[src/hw/rtl/crca_pkg.sv]
// Shared types and constants for the circle ring colour averaging block.
`default_nettype none

package crca_pkg;

	localparam int COORD_W   = 11;
	localparam int CFG_W     = 11;
	localparam int CFG_IDX_W = 2;
	localparam int CHAN_W    = 8;
	localparam int NCH       = 3;
	localparam int SUM_W     = 24;
	localparam int CNT_W     = 16;
	localparam int SQ_W      = 2 * COORD_W;
	localparam int NUM_W     = SUM_W + 2;
	localparam int AVG_W     = 8;
	localparam int DIV_STEPS = AVG_W;
	localparam int STEP_W    = $clog2(DIV_STEPS);

	localparam logic [CFG_IDX_W-1:0] CFG_CENTER_X    = 2'd0;
	localparam logic [CFG_IDX_W-1:0] CFG_CENTER_Y    = 2'd1;
	localparam logic [CFG_IDX_W-1:0] CFG_RING_RADIUS = 2'd2;

	localparam logic [COORD_W-1:0] RADIUS_RESET = COORD_W'(1);

	localparam int CH_BLUE  = 0;
	localparam int CH_GREEN = 1;
	localparam int CH_RED   = 2;

	typedef enum logic [4:0] {
		S_IDLE = 5'b00001,
		S_CALC = 5'b00010,
		S_ACC  = 5'b00100,
		S_DIV  = 5'b01000,
		S_FIN  = 5'b10000
	} state_t;

	typedef struct packed {
		logic load_in;
		logic calc;
		logic acc;
		logic div_start;
		logic div_step;
		logic out_load;
	} cmd_t;

	typedef struct packed {
		logic frame_end;
		logic out_full;
	} status_t;

endpackage

`default_nettype wire

[src/hw/rtl/circle_ring_colour_average.sv]
// Top level of the circle ring colour averaging block.
//
//  channel  | signals                                        | direction
//  ---------+------------------------------------------------+----------
//  pixel    | in_valid/in_stall, pixel_x, pixel_y, *_in,     | in
//           | frame_end                                      |
//  result   | out_valid/out_stall, *_avg, ring_count         | out
//  config   | cfg_wr_en, cfg_index, cfg_data                 | in
//
// Each pixel transaction is accepted, squared, then compared and accumulated.
// A frame_end pixel adds eight steps of the bit-per-cycle restoring dividers and a load of
// the output register; a full output register holds that load.
// Reset sets the center to 0, the radius to 1 and clears all sums and the count.
// The next pixel is taken while a result waits in the output register.
`default_nettype none

module circle_ring_colour_average (
	input  wire                           clk,
	input  wire                           arst_n,
	input  wire                           cfg_wr_en,
	input  wire [crca_pkg::CFG_IDX_W-1:0] cfg_index,
	input  wire [crca_pkg::CFG_W-1:0]     cfg_data,
	input  wire                           in_valid,
	output logic                          in_stall,
	input  wire [crca_pkg::COORD_W-1:0]   pixel_x,
	input  wire [crca_pkg::COORD_W-1:0]   pixel_y,
	input  wire [crca_pkg::CHAN_W-1:0]    blue_in,
	input  wire [crca_pkg::CHAN_W-1:0]    green_in,
	input  wire [crca_pkg::CHAN_W-1:0]    red_in,
	input  wire                           frame_end,
	output logic                          out_valid,
	input  wire                           out_stall,
	output logic [crca_pkg::AVG_W-1:0]    blue_avg,
	output logic [crca_pkg::AVG_W-1:0]    green_avg,
	output logic [crca_pkg::AVG_W-1:0]    red_avg,
	output logic [crca_pkg::CNT_W-1:0]    ring_count
);
	import crca_pkg::*;

	cmd_t    cmd;
	status_t status;

	crca_ctrl u_ctrl (
		.clk      (clk),
		.arst_n   (arst_n),
		.in_valid (in_valid),
		.in_stall (in_stall),
		.status   (status),
		.cmd      (cmd)
	);

	crca_datapath u_datapath (
		.clk        (clk),
		.arst_n     (arst_n),
		.cfg_wr_en  (cfg_wr_en),
		.cfg_index  (cfg_index),
		.cfg_data   (cfg_data),
		.pixel_x    (pixel_x),
		.pixel_y    (pixel_y),
		.blue_in    (blue_in),
		.green_in   (green_in),
		.red_in     (red_in),
		.frame_end  (frame_end),
		.cmd        (cmd),
		.status     (status),
		.out_valid  (out_valid),
		.out_stall  (out_stall),
		.blue_avg   (blue_avg),
		.green_avg  (green_avg),
		.red_avg    (red_avg),
		.ring_count (ring_count)
	);

endmodule

`default_nettype wire

[src/hw/rtl/crca_ctrl.sv]
// Sequencing state machine for the circle ring colour averaging block.
`default_nettype none

module crca_ctrl (
	input  wire                clk,
	input  wire                arst_n,
	input  wire                in_valid,
	output logic               in_stall,
	input  crca_pkg::status_t  status,
	output crca_pkg::cmd_t     cmd
);
	import crca_pkg::*;

	state_t            state_q;
	state_t            state_d;
	logic [STEP_W-1:0] step_q;
	logic              last_step;

	assign last_step = (step_q == STEP_W'(DIV_STEPS - 1));
	assign in_stall  = (state_q != S_IDLE);

	always_comb begin
		state_d       = state_q;
		cmd           = '0;
		unique case (state_q)
			S_IDLE: begin
				if (in_valid) begin
					cmd.load_in = 1'b1;
					state_d     = S_CALC;
				end
			end
			S_CALC: begin
				cmd.calc = 1'b1;
				state_d  = S_ACC;
			end
			S_ACC: begin
				cmd.acc = 1'b1;
				if (status.frame_end) begin
					cmd.div_start = 1'b1;
					state_d       = S_DIV;
				end else begin
					state_d = S_IDLE;
				end
			end
			S_DIV: begin
				cmd.div_step = 1'b1;
				if (last_step) begin
					state_d = S_FIN;
				end
			end
			S_FIN: begin
				// Wait here until the previous result has left the output register.
				if (!status.out_full) begin
					cmd.out_load = 1'b1;
					state_d      = S_IDLE;
				end
			end
			default: begin
				state_d = S_IDLE;
			end
		endcase
	end

	always_ff @(posedge clk or negedge arst_n) begin
		if (!arst_n) begin
			state_q <= S_IDLE;
			step_q  <= '0;
		end else begin
			state_q <= state_d;
			if (cmd.div_start) begin
				step_q <= '0;
			end else if (cmd.div_step) begin
				step_q <= step_q + STEP_W'(1);
			end
		end
	end

	a_load_when_free: assert property (@(posedge clk) disable iff (!arst_n)
		cmd.out_load |-> !status.out_full)
		else $error("result loaded over an unread result");

	a_div_length: assert property (@(posedge clk) disable iff (!arst_n)
		cmd.div_start |-> ##(DIV_STEPS + 1) (state_q == S_FIN))
		else $error("divider did not run for the expected number of steps");

	a_acc_after_calc: assert property (@(posedge clk) disable iff (!arst_n)
		cmd.acc |-> ($past(state_q) == S_CALC))
		else $error("accumulate without a preceding square step");

endmodule

`default_nettype wire

[src/hw/rtl/crca_datapath.sv]
// Ring test, accumulators, restoring dividers and output register.
`default_nettype none

module crca_datapath (
	input  wire                         clk,
	input  wire                         arst_n,
	input  wire                         cfg_wr_en,
	input  wire [crca_pkg::CFG_IDX_W-1:0] cfg_index,
	input  wire [crca_pkg::CFG_W-1:0]   cfg_data,
	input  wire [crca_pkg::COORD_W-1:0] pixel_x,
	input  wire [crca_pkg::COORD_W-1:0] pixel_y,
	input  wire [crca_pkg::CHAN_W-1:0]  blue_in,
	input  wire [crca_pkg::CHAN_W-1:0]  green_in,
	input  wire [crca_pkg::CHAN_W-1:0]  red_in,
	input  wire                         frame_end,
	input  crca_pkg::cmd_t              cmd,
	output crca_pkg::status_t           status,
	output logic                        out_valid,
	input  wire                         out_stall,
	output logic [crca_pkg::AVG_W-1:0]  blue_avg,
	output logic [crca_pkg::AVG_W-1:0]  green_avg,
	output logic [crca_pkg::AVG_W-1:0]  red_avg,
	output logic [crca_pkg::CNT_W-1:0]  ring_count
);
	import crca_pkg::*;

	logic [COORD_W-1:0] center_x_q;
	logic [COORD_W-1:0] center_y_q;
	logic [COORD_W-1:0] radius_q;

	logic [COORD_W-1:0] px_q;
	logic [COORD_W-1:0] py_q;
	logic [CHAN_W-1:0]  chan_q [NCH];
	logic               fend_q;

	logic [COORD_W-1:0] dx;
	logic [COORD_W-1:0] dy;
	logic [COORD_W-1:0] a_w;
	logic [COORD_W-1:0] b_w;

	logic [SQ_W-1:0]    a2_q;
	logic [SQ_W-1:0]    b2_q;
	logic [SQ_W-1:0]    r2_q;
	logic [COORD_W-1:0] b_q;

	logic [SQ_W-1:0]    diff;
	logic [SQ_W-1:0]    lo_bound;
	logic [SQ_W:0]      hi_bound;
	logic               hit;
	logic               take;

	logic [SUM_W-1:0]   sum_q   [NCH];
	logic [SUM_W-1:0]   sum_nxt [NCH];
	logic [CNT_W-1:0]   cnt_q;
	logic [CNT_W-1:0]   cnt_nxt;

	logic [NUM_W-1:0]   rem_q   [NCH];
	logic [AVG_W-1:0]   quo_q   [NCH];
	logic [NUM_W-1:0]   den_sh_q;
	logic [CNT_W-1:0]   cnt_res_q;

	logic               out_valid_q;
	logic [AVG_W-1:0]   avg_out_q [NCH];
	logic [CNT_W-1:0]   count_out_q;

	always_ff @(posedge clk or negedge arst_n) begin
		if (!arst_n) begin
			center_x_q <= '0;
			center_y_q <= '0;
			radius_q   <= RADIUS_RESET;
		end else if (cfg_wr_en) begin
			unique case (cfg_index)
				CFG_CENTER_X:    center_x_q <= COORD_W'(cfg_data);
				CFG_CENTER_Y:    center_y_q <= COORD_W'(cfg_data);
				CFG_RING_RADIUS: radius_q   <= COORD_W'(cfg_data);
				default:         ;
			endcase
		end
	end

	always_ff @(posedge clk) begin
		if (cmd.load_in) begin
			px_q             <= pixel_x;
			py_q             <= pixel_y;
			chan_q[CH_BLUE]  <= blue_in;
			chan_q[CH_GREEN] <= green_in;
			chan_q[CH_RED]   <= red_in;
			fend_q           <= frame_end;
		end
	end

	assign dx  = (px_q >= center_x_q) ? (px_q - center_x_q) : (center_x_q - px_q);
	assign dy  = (py_q >= center_y_q) ? (py_q - center_y_q) : (center_y_q - py_q);
	assign a_w = (dx < dy) ? dx : dy;
	assign b_w = (dx < dy) ? dy : dx;

	always_ff @(posedge clk) begin
		if (cmd.calc) begin
			a2_q <= SQ_W'(a_w) * SQ_W'(a_w);
			b2_q <= SQ_W'(b_w) * SQ_W'(b_w);
			r2_q <= SQ_W'(radius_q) * SQ_W'(radius_q);
			b_q  <= b_w;
		end
	end

	// With d = r*r - a*a the rounding test reduces to b*b - b < d <= b*b + b.
	assign diff     = r2_q - a2_q;
	assign lo_bound = b2_q - SQ_W'(b_q);
	assign hi_bound = {1'b0, b2_q} + (SQ_W + 1)'(b_q);
	assign hit      = (r2_q >= a2_q) && (diff > lo_bound) && ({1'b0, diff} <= hi_bound);
	assign take     = hit && (cnt_q != '1);

	always_comb begin
		for (int i = 0; i < NCH; i++) begin
			sum_nxt[i] = take ? (sum_q[i] + SUM_W'(chan_q[i])) : sum_q[i];
		end
		cnt_nxt = take ? (cnt_q + CNT_W'(1)) : cnt_q;
	end

	always_ff @(posedge clk or negedge arst_n) begin
		if (!arst_n) begin
			for (int i = 0; i < NCH; i++) begin
				sum_q[i] <= '0;
			end
			cnt_q <= '0;
		end else if (cmd.div_start) begin
			for (int i = 0; i < NCH; i++) begin
				sum_q[i] <= '0;
			end
			cnt_q <= '0;
		end else if (cmd.acc) begin
			for (int i = 0; i < NCH; i++) begin
				sum_q[i] <= sum_nxt[i];
			end
			cnt_q <= cnt_nxt;
		end
	end

	// Restoring division of (2*sum + n) by 2*n, one quotient bit per step,
	// starting from the divisor shifted up to the top quotient bit.
	always_ff @(posedge clk) begin
		if (cmd.div_start) begin
			for (int i = 0; i < NCH; i++) begin
				rem_q[i] <= {sum_nxt[i], 1'b0} + NUM_W'(cnt_nxt);
				quo_q[i] <= '0;
			end
			den_sh_q  <= NUM_W'({cnt_nxt, 1'b0}) << (DIV_STEPS - 1);
			cnt_res_q <= cnt_nxt;
		end else if (cmd.div_step) begin
			for (int i = 0; i < NCH; i++) begin
				if (rem_q[i] >= den_sh_q) begin
					rem_q[i] <= rem_q[i] - den_sh_q;
					quo_q[i] <= {quo_q[i][AVG_W-2:0], 1'b1};
				end else begin
					quo_q[i] <= {quo_q[i][AVG_W-2:0], 1'b0};
				end
			end
			den_sh_q <= den_sh_q >> 1;
		end
	end

	always_ff @(posedge clk or negedge arst_n) begin
		if (!arst_n) begin
			out_valid_q <= 1'b0;
		end else if (cmd.out_load) begin
			out_valid_q <= 1'b1;
		end else if (out_valid_q && !out_stall) begin
			out_valid_q <= 1'b0;
		end
	end

	always_ff @(posedge clk) begin
		if (cmd.out_load) begin
			for (int i = 0; i < NCH; i++) begin
				avg_out_q[i] <= (cnt_res_q == '0) ? '0 : quo_q[i];
			end
			count_out_q <= cnt_res_q;
		end
	end

	assign status.frame_end = fend_q;
	assign status.out_full  = out_valid_q;

	assign out_valid  = out_valid_q;
	assign blue_avg   = avg_out_q[CH_BLUE];
	assign green_avg  = avg_out_q[CH_GREEN];
	assign red_avg    = avg_out_q[CH_RED];
	assign ring_count = count_out_q;

	a_count_cleared: assert property (@(posedge clk) disable iff (!arst_n)
		cmd.div_start |=> (cnt_q == '0))
		else $error("hit count not cleared at end of frame");

	a_count_step: assert property (@(posedge clk) disable iff (!arst_n)
		(cmd.acc && !cmd.div_start) |=> (cnt_q - $past(cnt_q) <= CNT_W'(1)))
		else $error("hit count advanced by more than one");

	a_valid_holds: assert property (@(posedge clk) disable iff (!arst_n)
		(out_valid_q && out_stall) |=> (out_valid_q && $stable(count_out_q)))
		else $error("stalled result changed");

endmodule

`default_nettype wire

[config.mk]
export PLATFORM = sky130hd
export DESIGN_NAME = circle_ring_colour_average
export DESIGN_NICKNAME = d
export VERILOG_FILES = /design/src/hw/rtl/crca_pkg.sv /design/src/hw/rtl/circle_ring_colour_average.sv /design/src/hw/rtl/crca_ctrl.sv /design/src/hw/rtl/crca_datapath.sv
export SDC_FILE = /design/constraint.sdc
export NUM_CORES = 2
export LEC_CHECK = 0
export BUFFER_PORTS_ARGS = -buffer_cell sky130_fd_sc_hd__buf_2
export CORE_ASPECT_RATIO = 1.4
export CORE_MARGIN = 2
export CORE_UTILIZATION = 50
export CTS_CLUSTER_SIZE = 20
export DETAILED_ROUTE_END_ITERATION = 8
export GPL_TIMING_DRIVEN = 0
export PLACE_DENSITY = 0.78
export SYNTH_ARGS = -nofsm -noshare
export SYNTH_HDL_FRONTEND = slang
export SYNTH_SLANG_ARGS = --single-unit
[constraint.sdc]
create_clock -name clk -period 9 [get_ports clk]
set_clock_uncertainty 0.15 [all_clocks]
set_input_delay 1.8 -clock clk [delete_from_list [all_inputs] [get_ports clk]]
set_output_delay 1.8 -clock clk [all_outputs]
set_load 0.005 [all_outputs]
---- Word level (Yosys, flattened, before mapping) ----
Memories as Yosys holds them, arrays and structs flattened.
Cells that the tools add are included.
word-level totals
  flip-flop bits (word level) ............. 286
  bits of input ports ..................... 65
  word-level logic and storage cells ...... 164
  bits in writable memories ............... 150
  output and inout port bits .............. 42
  memories kept ........................... 4
memory list
  memory                depth  bits a word  rd ports  clocked after Yosys merged registers in  wr ports  RTL line             source
  u_datapath.rem_q      3      26           3         0                                        3         crca_datapath.sv:57  logic [NUM_W-1:0] rem_q [NCH];
  u_datapath.avg_out_q  3      8            3         0                                        3         crca_datapath.sv:63  logic [AVG_W-1:0] avg_out_q [NCH];
  u_datapath.chan_q     3      8            3         0                                        3         crca_datapath.sv:33  logic [CHAN_W-1:0] chan_q [NCH];
  u_datapath.quo_q      3      8            3         0                                        3         crca_datapath.sv:58  logic [AVG_W-1:0] quo_q [NCH];
cells by class
  bitwise operators ....................... 9
  equality and inequality tests ........... 13
  magnitude comparators ................... 9
  multiplexer cells ....................... 73
  reductions and logical operators ........ 14
  multiply operators ...................... 3
  add/sub/neg operators ................... 18
operators with widths
  cell                     number
  $mux W72                 2
  $mux W24                 5
  $add A25 B16 Y26         3
  $ge A26 B24 Y1           3
  $mux W26                 3
  $sub A26 B24 Y26         3
  $add A24 B8 Y24          3
  $mux W8                  9
  $mul A11 B11 Y22         3
  $mux W16                 3
  $mux W11                 4
  $sub A11 B11 Y11         4
  $mux W1                  39
  $pmux W5 S5              1
  $add A22 B11 Y23         1
  $le A22 B23 Y1           1
  $ge A11 B11 Y1           2
  $ge A22 B22 Y1           1
  $gt A22 B22 Y1           1
  $sub A22 B11 Y22         1
  $sub A22 B22 Y22         1
  $add A16 B1 Y16 const B  1
  $logic_not A16 Y1        1
  $ne A16 B16 Y1 const B   1
  24 further kinds         43

---- Logic depth before layout (Yosys ltp) ----
  depth after elaboration ................. 8
  gate-level depth with buffers ........... 48
  mapped depth without buffers ............ 45

---- Hierarchy ----
From an unflattened synthesis, not the netlist that was laid out.
unflattened totals
  cells, all modules ...................... 4,318
  area total of the unflattened synthesis .. 40,148.5 µm²
modules (own cells, without submodules)
  module         instances  seq. area each (µm²)  cells an instance  area each (µm²)
  crca_datapath  1          12,032.8              4,270              39,704.3
  crca_ctrl      1          201.4                 48                 444.2

---- Worst setup path after synthesis ----
Ideal clock, no wire load.
  kind .................................... register to register
  start point ............................. register u_datapath.center_x_q[0]
  end point ............................... register u_datapath.b2_q[20], data pin
  stages on the path, launching flop included .. 43
  clock period less this slack ............ 9,705 ps
  required time ........................... 8,593 ps
  buffers on the path ..................... 3
  arrival ................................. 9,298 ps
  setup slack ............................. -705 ps
  setup time .............................. 257 ps
  path through ............................ dfrtp_1 inv_1 ha_1 inv_1 fa_1 a21o_1 a21o_1 a21o_1 and3_1 a32o_1 nor2_1 nand2_1 a31oi_1 xor2_1 inv_1 ha_1 o41a_1 a31oi_1 [... 7 more ...] inv_1 fa_1 inv_1 fa_1 inv_1 fa_1 inv_1 fa_1 inv_1 ha_1 a21oi_1 o21ai_0 a211oi_1 nor2_1 o41a_1 a41o_1 o41a_1 xor2_1
on the way
  longest elaborated chain between the ends .. 5
  elaborated cells between the ends (all ways) .. 7
  those cells by class .................... add/sub (2); mul (1); order compare (2); mux (2)
RTL lines
  item                                                       RTL line              source
  start, declared                                            crca_datapath.sv:27   logic [COORD_W-1:0] center_x_q;
  start signal, assigned                                     crca_datapath.sv:73   CFG_CENTER_X: center_x_q <= COORD_W'(cfg_data);
  $sub A11 B11 Y11 / $ge A11 B11 Y1 (equally long branches)  crca_datapath.sv:92   assign dx = (px_q >= center_x_q) ? (px_q - center_x_q) : (center_x_q - px_q);
  $mux W11 (*)                                               crca_datapath.sv:92
  $lt A11 B11 Y1                                             crca_datapath.sv:95   assign b_w = (dx < dy) ? dy : dx;
  $mux W11 (*)                                               crca_datapath.sv:95
  named net u_datapath.b_w[5]                                crca_datapath.sv:39   logic [COORD_W-1:0] b_w;
  $mul A11 B11 Y22 (*)                                       crca_datapath.sv:100  b2_q <= SQ_W'(b_w) * SQ_W'(b_w);
  end signal, assigned                                       crca_datapath.sv:100
  end, declared                                              crca_datapath.sv:42   logic [SQ_W-1:0] b2_q;
Mark *: on every way through the listed nets, which the timed path passes. The rest lies on a longest branch.
A chain may end at the register's enable or synchronous reset.

---- Worst setup path in the final report ----
Ends and elaborated chain as after synthesis.

==> reports/metrics.cfg <==
[run_status]
status=complete, but fails checks
violations=setup timing

[timing]
clock.fmax_mhz=102
setup_violations=17
drv_slew=0
period_needed_ns=9.79
hold_viol_final=0
fin_ws_ns=-0.795
worst_pin_slew_ns=1.30
slew_headroom_pct=13.0
holdWs_ns=0.295
period_share_pct=109
rsz0062_at_grt=yes

[die]
die_area_um2=81600
start_util_pct=50.3
ios=107
die_y_um=337
rows=122
fp.dieW_um=242
core_um2=78800

[synth]
synth_cell_types=103
synthTopCellsByArea=edfxtp_1 (22%), ha_1 (14%), fa_1 (10%)
yosys_warnings=0
synth_ff_type=edfxtp_1
synthArstFlopShare_pct=30.1
postSynthCellCount=4242
synth-edff-count=293
synth-seq-cells=432
synthTopCellsByCount=inv_1 (509), ha_1 (432), nand2_1 (410)
synth_top_area_share_pct=22.2
avgSynthCellArea_um2=9.34
yosysMostFrequentCell=inv_1
syn-cell-area_um2=39600
ys_seq_area_share_pct=30.9
yosys.area.top_type=edfxtp_1

[placed_design]
gp_congestion=0.959
port_buffers=106
hpwl_um=86900

[layout]
seq_area_um2=12200
syn_to_final_growth_pct=17.9
final_nets=5285
layout-drive-gt1-share_pct=16.9
fillers=6323
multiInputGateArea_um2=26800
diodes=0

[clocking]
cts.clk_slew.worst_paths_ns=0.06
cts_root_buf=clkbuf_16
htree_levels=2
clkSinkCount=432
cts_buffer_depth=3
postCtsHoldBufs=0
numCtsBuffers=48
insertion_delay_ns=0.65
cts_tree=yes

[worst_setup_path]
required_ns=9.24
cp_data_arrival_time_ns=10.04
critPathLaunchType=flop
cp_slowest_cell=fa_1
critPathCaptureType=flop
reg2reg_depth=45
crit_type=reg -> reg
max_stage_delay_ns=0.52
cp_max_fo=5

[global_route]
grt_pass1_wl_um=179000
grt_max_degree=76
grt_remaining_overflow=0
antenna_found_initial=0
grt_usage_pct=28.0
grt_pass1_vias=34400

[routing]
drt-initial-drc-count=2861
drt_first_pass_iters=5
routedWlPerCell_um=21.4
wl_um=122000
route.detailed.drc=0
ant_nets=0
via_per_inst=5.97
num_vias=33900

[hold_path]
hold_depth=0
hold_class=reg -> reg

[run]
drv_cap=0

==> stage by stage <==
| step | utilization [%] | area [µm²] | TNS [ns] | setup WS (ns) | std cells |
|---|---|---|---|---|---|
| floorplan | - | 39800 | -0.00926 | -0.00926 | 4243 |
| global placement | 52.9 | 41700 | -82.97 | -2.17 | 5403 |
| detailed placement | 53.2 | 41900 | -93.97 | -2.34 | 5411 |
| CTS | 57.8 | 45600 | -0.573 | -0.216 | 5601 |
| global route | 59.3 | 46700 | -11.42 | -0.960 | 5676 |
| finish | 59.3 | 46700 | -6.47 | -0.795 | 5676 |
==> layout by cell type, fill, tap and decap left out, drive strengths merged, types with 16 or more instances in the layout <==
master,n
mux2,36
nor2b,33
or3,24
mux2i,37
ha,432
a21oi,236
and3,54
o21bai,37
a21o,114
inv,518
nor2,300
nand2,410
a211oi,31
fa,206
nand3,79
xor2,110
o21a,31
and2,77
a31oi,26
nand4,46
nor3,85
edfxtp,293
xnor2,205
clkinv,16
o21ai,237
nor4,27
dfrtp,128
o22ai,27
nand2b,25
and4,21
buf,321
clkbuf,153
a22o,39
==> final timing paths <==
check                                         start                  endpoint  slack, ns
max                        u_datapath.center_x_q[0]       u_datapath.b2_q[20]      -0.79
min                         u_datapath.cnt_res_q[5]  u_datapath.ring_count[5]       0.30
max reg2reg                u_datapath.center_x_q[0]       u_datapath.b2_q[20]      -0.79
min reg2reg                 u_datapath.cnt_res_q[5]  u_datapath.ring_count[5]       0.30
max in group asynchronous                    arst_n         u_ctrl.state_q[0]       6.81
min in group asynchronous                    arst_n  u_datapath.center_x_q[9]       1.03
==> critical path: cells and delay by family, from the launching register on <==
kind / cells / cell delay [ns]
XOR/XNOR: 2 / 0.50
buffers and inverters: 12 / 1.01
AO/OA/AOI/OAI: 14 / 3.16
adder cells (fa/ha/maj): 9 / 3.52
AND/OR/NAND/NOR: 8 / 0.74
flip-flops: 1 / 0.43
==> flip-flops by register name (all words and copies together), names as in the netlist, 16 cells and up <==
signal and cells:
u_datapath.a2_q 21, u_datapath.avg_out_q 24, u_datapath.b2_q 20, u_datapath.chan_q 24, u_datapath.cnt_q 16, u_datapath.cnt_res_q 16
u_datapath.den_sh_q 24, u_datapath.quo_q 24, u_datapath.r2_q 21, u_datapath.rem_q 78, u_datapath.ring_count 16, u_datapath.sum_q 72
==> repair_timing <==
| item | in CTS | in global routing |
|---|---|---|
| endpoints found under the hold margin | 0 | 0 |
| setup buffers | 98 | 78 |
| endpoints found under the setup margin | 88 | 56 |
| gates cloned | 5 | 0 |
| resized for setup | 266 | 154 |
| pin swaps | 75 | 104 |
==> metal layers <==
| metal | up-vias | global-route usage, % | wire length, µm |
|---|---|---|---|
| li1 | 15400 | - | - |
| met1 | 16200 | 28.2 | 41000 |
| met2 | 1567 | 52.3 | 61100 |
| met3 | 650 | 3.45 | 7380 |
| met4 | 0 | 22.0 | 12100 |
| met5 | - | 0 | 0 |
==> cell families after synthesis <==
kind of cell	count (synthesis)	synth area share (%)
and+or+nand+nor	1225	14.8
AOI/OAI and AO/OA	921	15.2
adders and majority gates	638	24.0
buffers and inverters	637	6.13
DFF	432	30.9
xor gates and xnor gates	315	7.00
muxes	73	1.98
other	1	0.00946
==> area by class of cell <==
type                       instances  area share [%]
timing repair buffer             291            4.58
clock buffer                      67            2.83
multi-input combinational       3175            57.3
clock inverter                    23           0.709
sequential                       432            26.2
buffer                           116            1.33
tap                             1054            2.82
inverter                         518            4.30
Power is not shown: default switching activity piles up to over one toggle a cycle in this logic, so the estimate is an artifact.
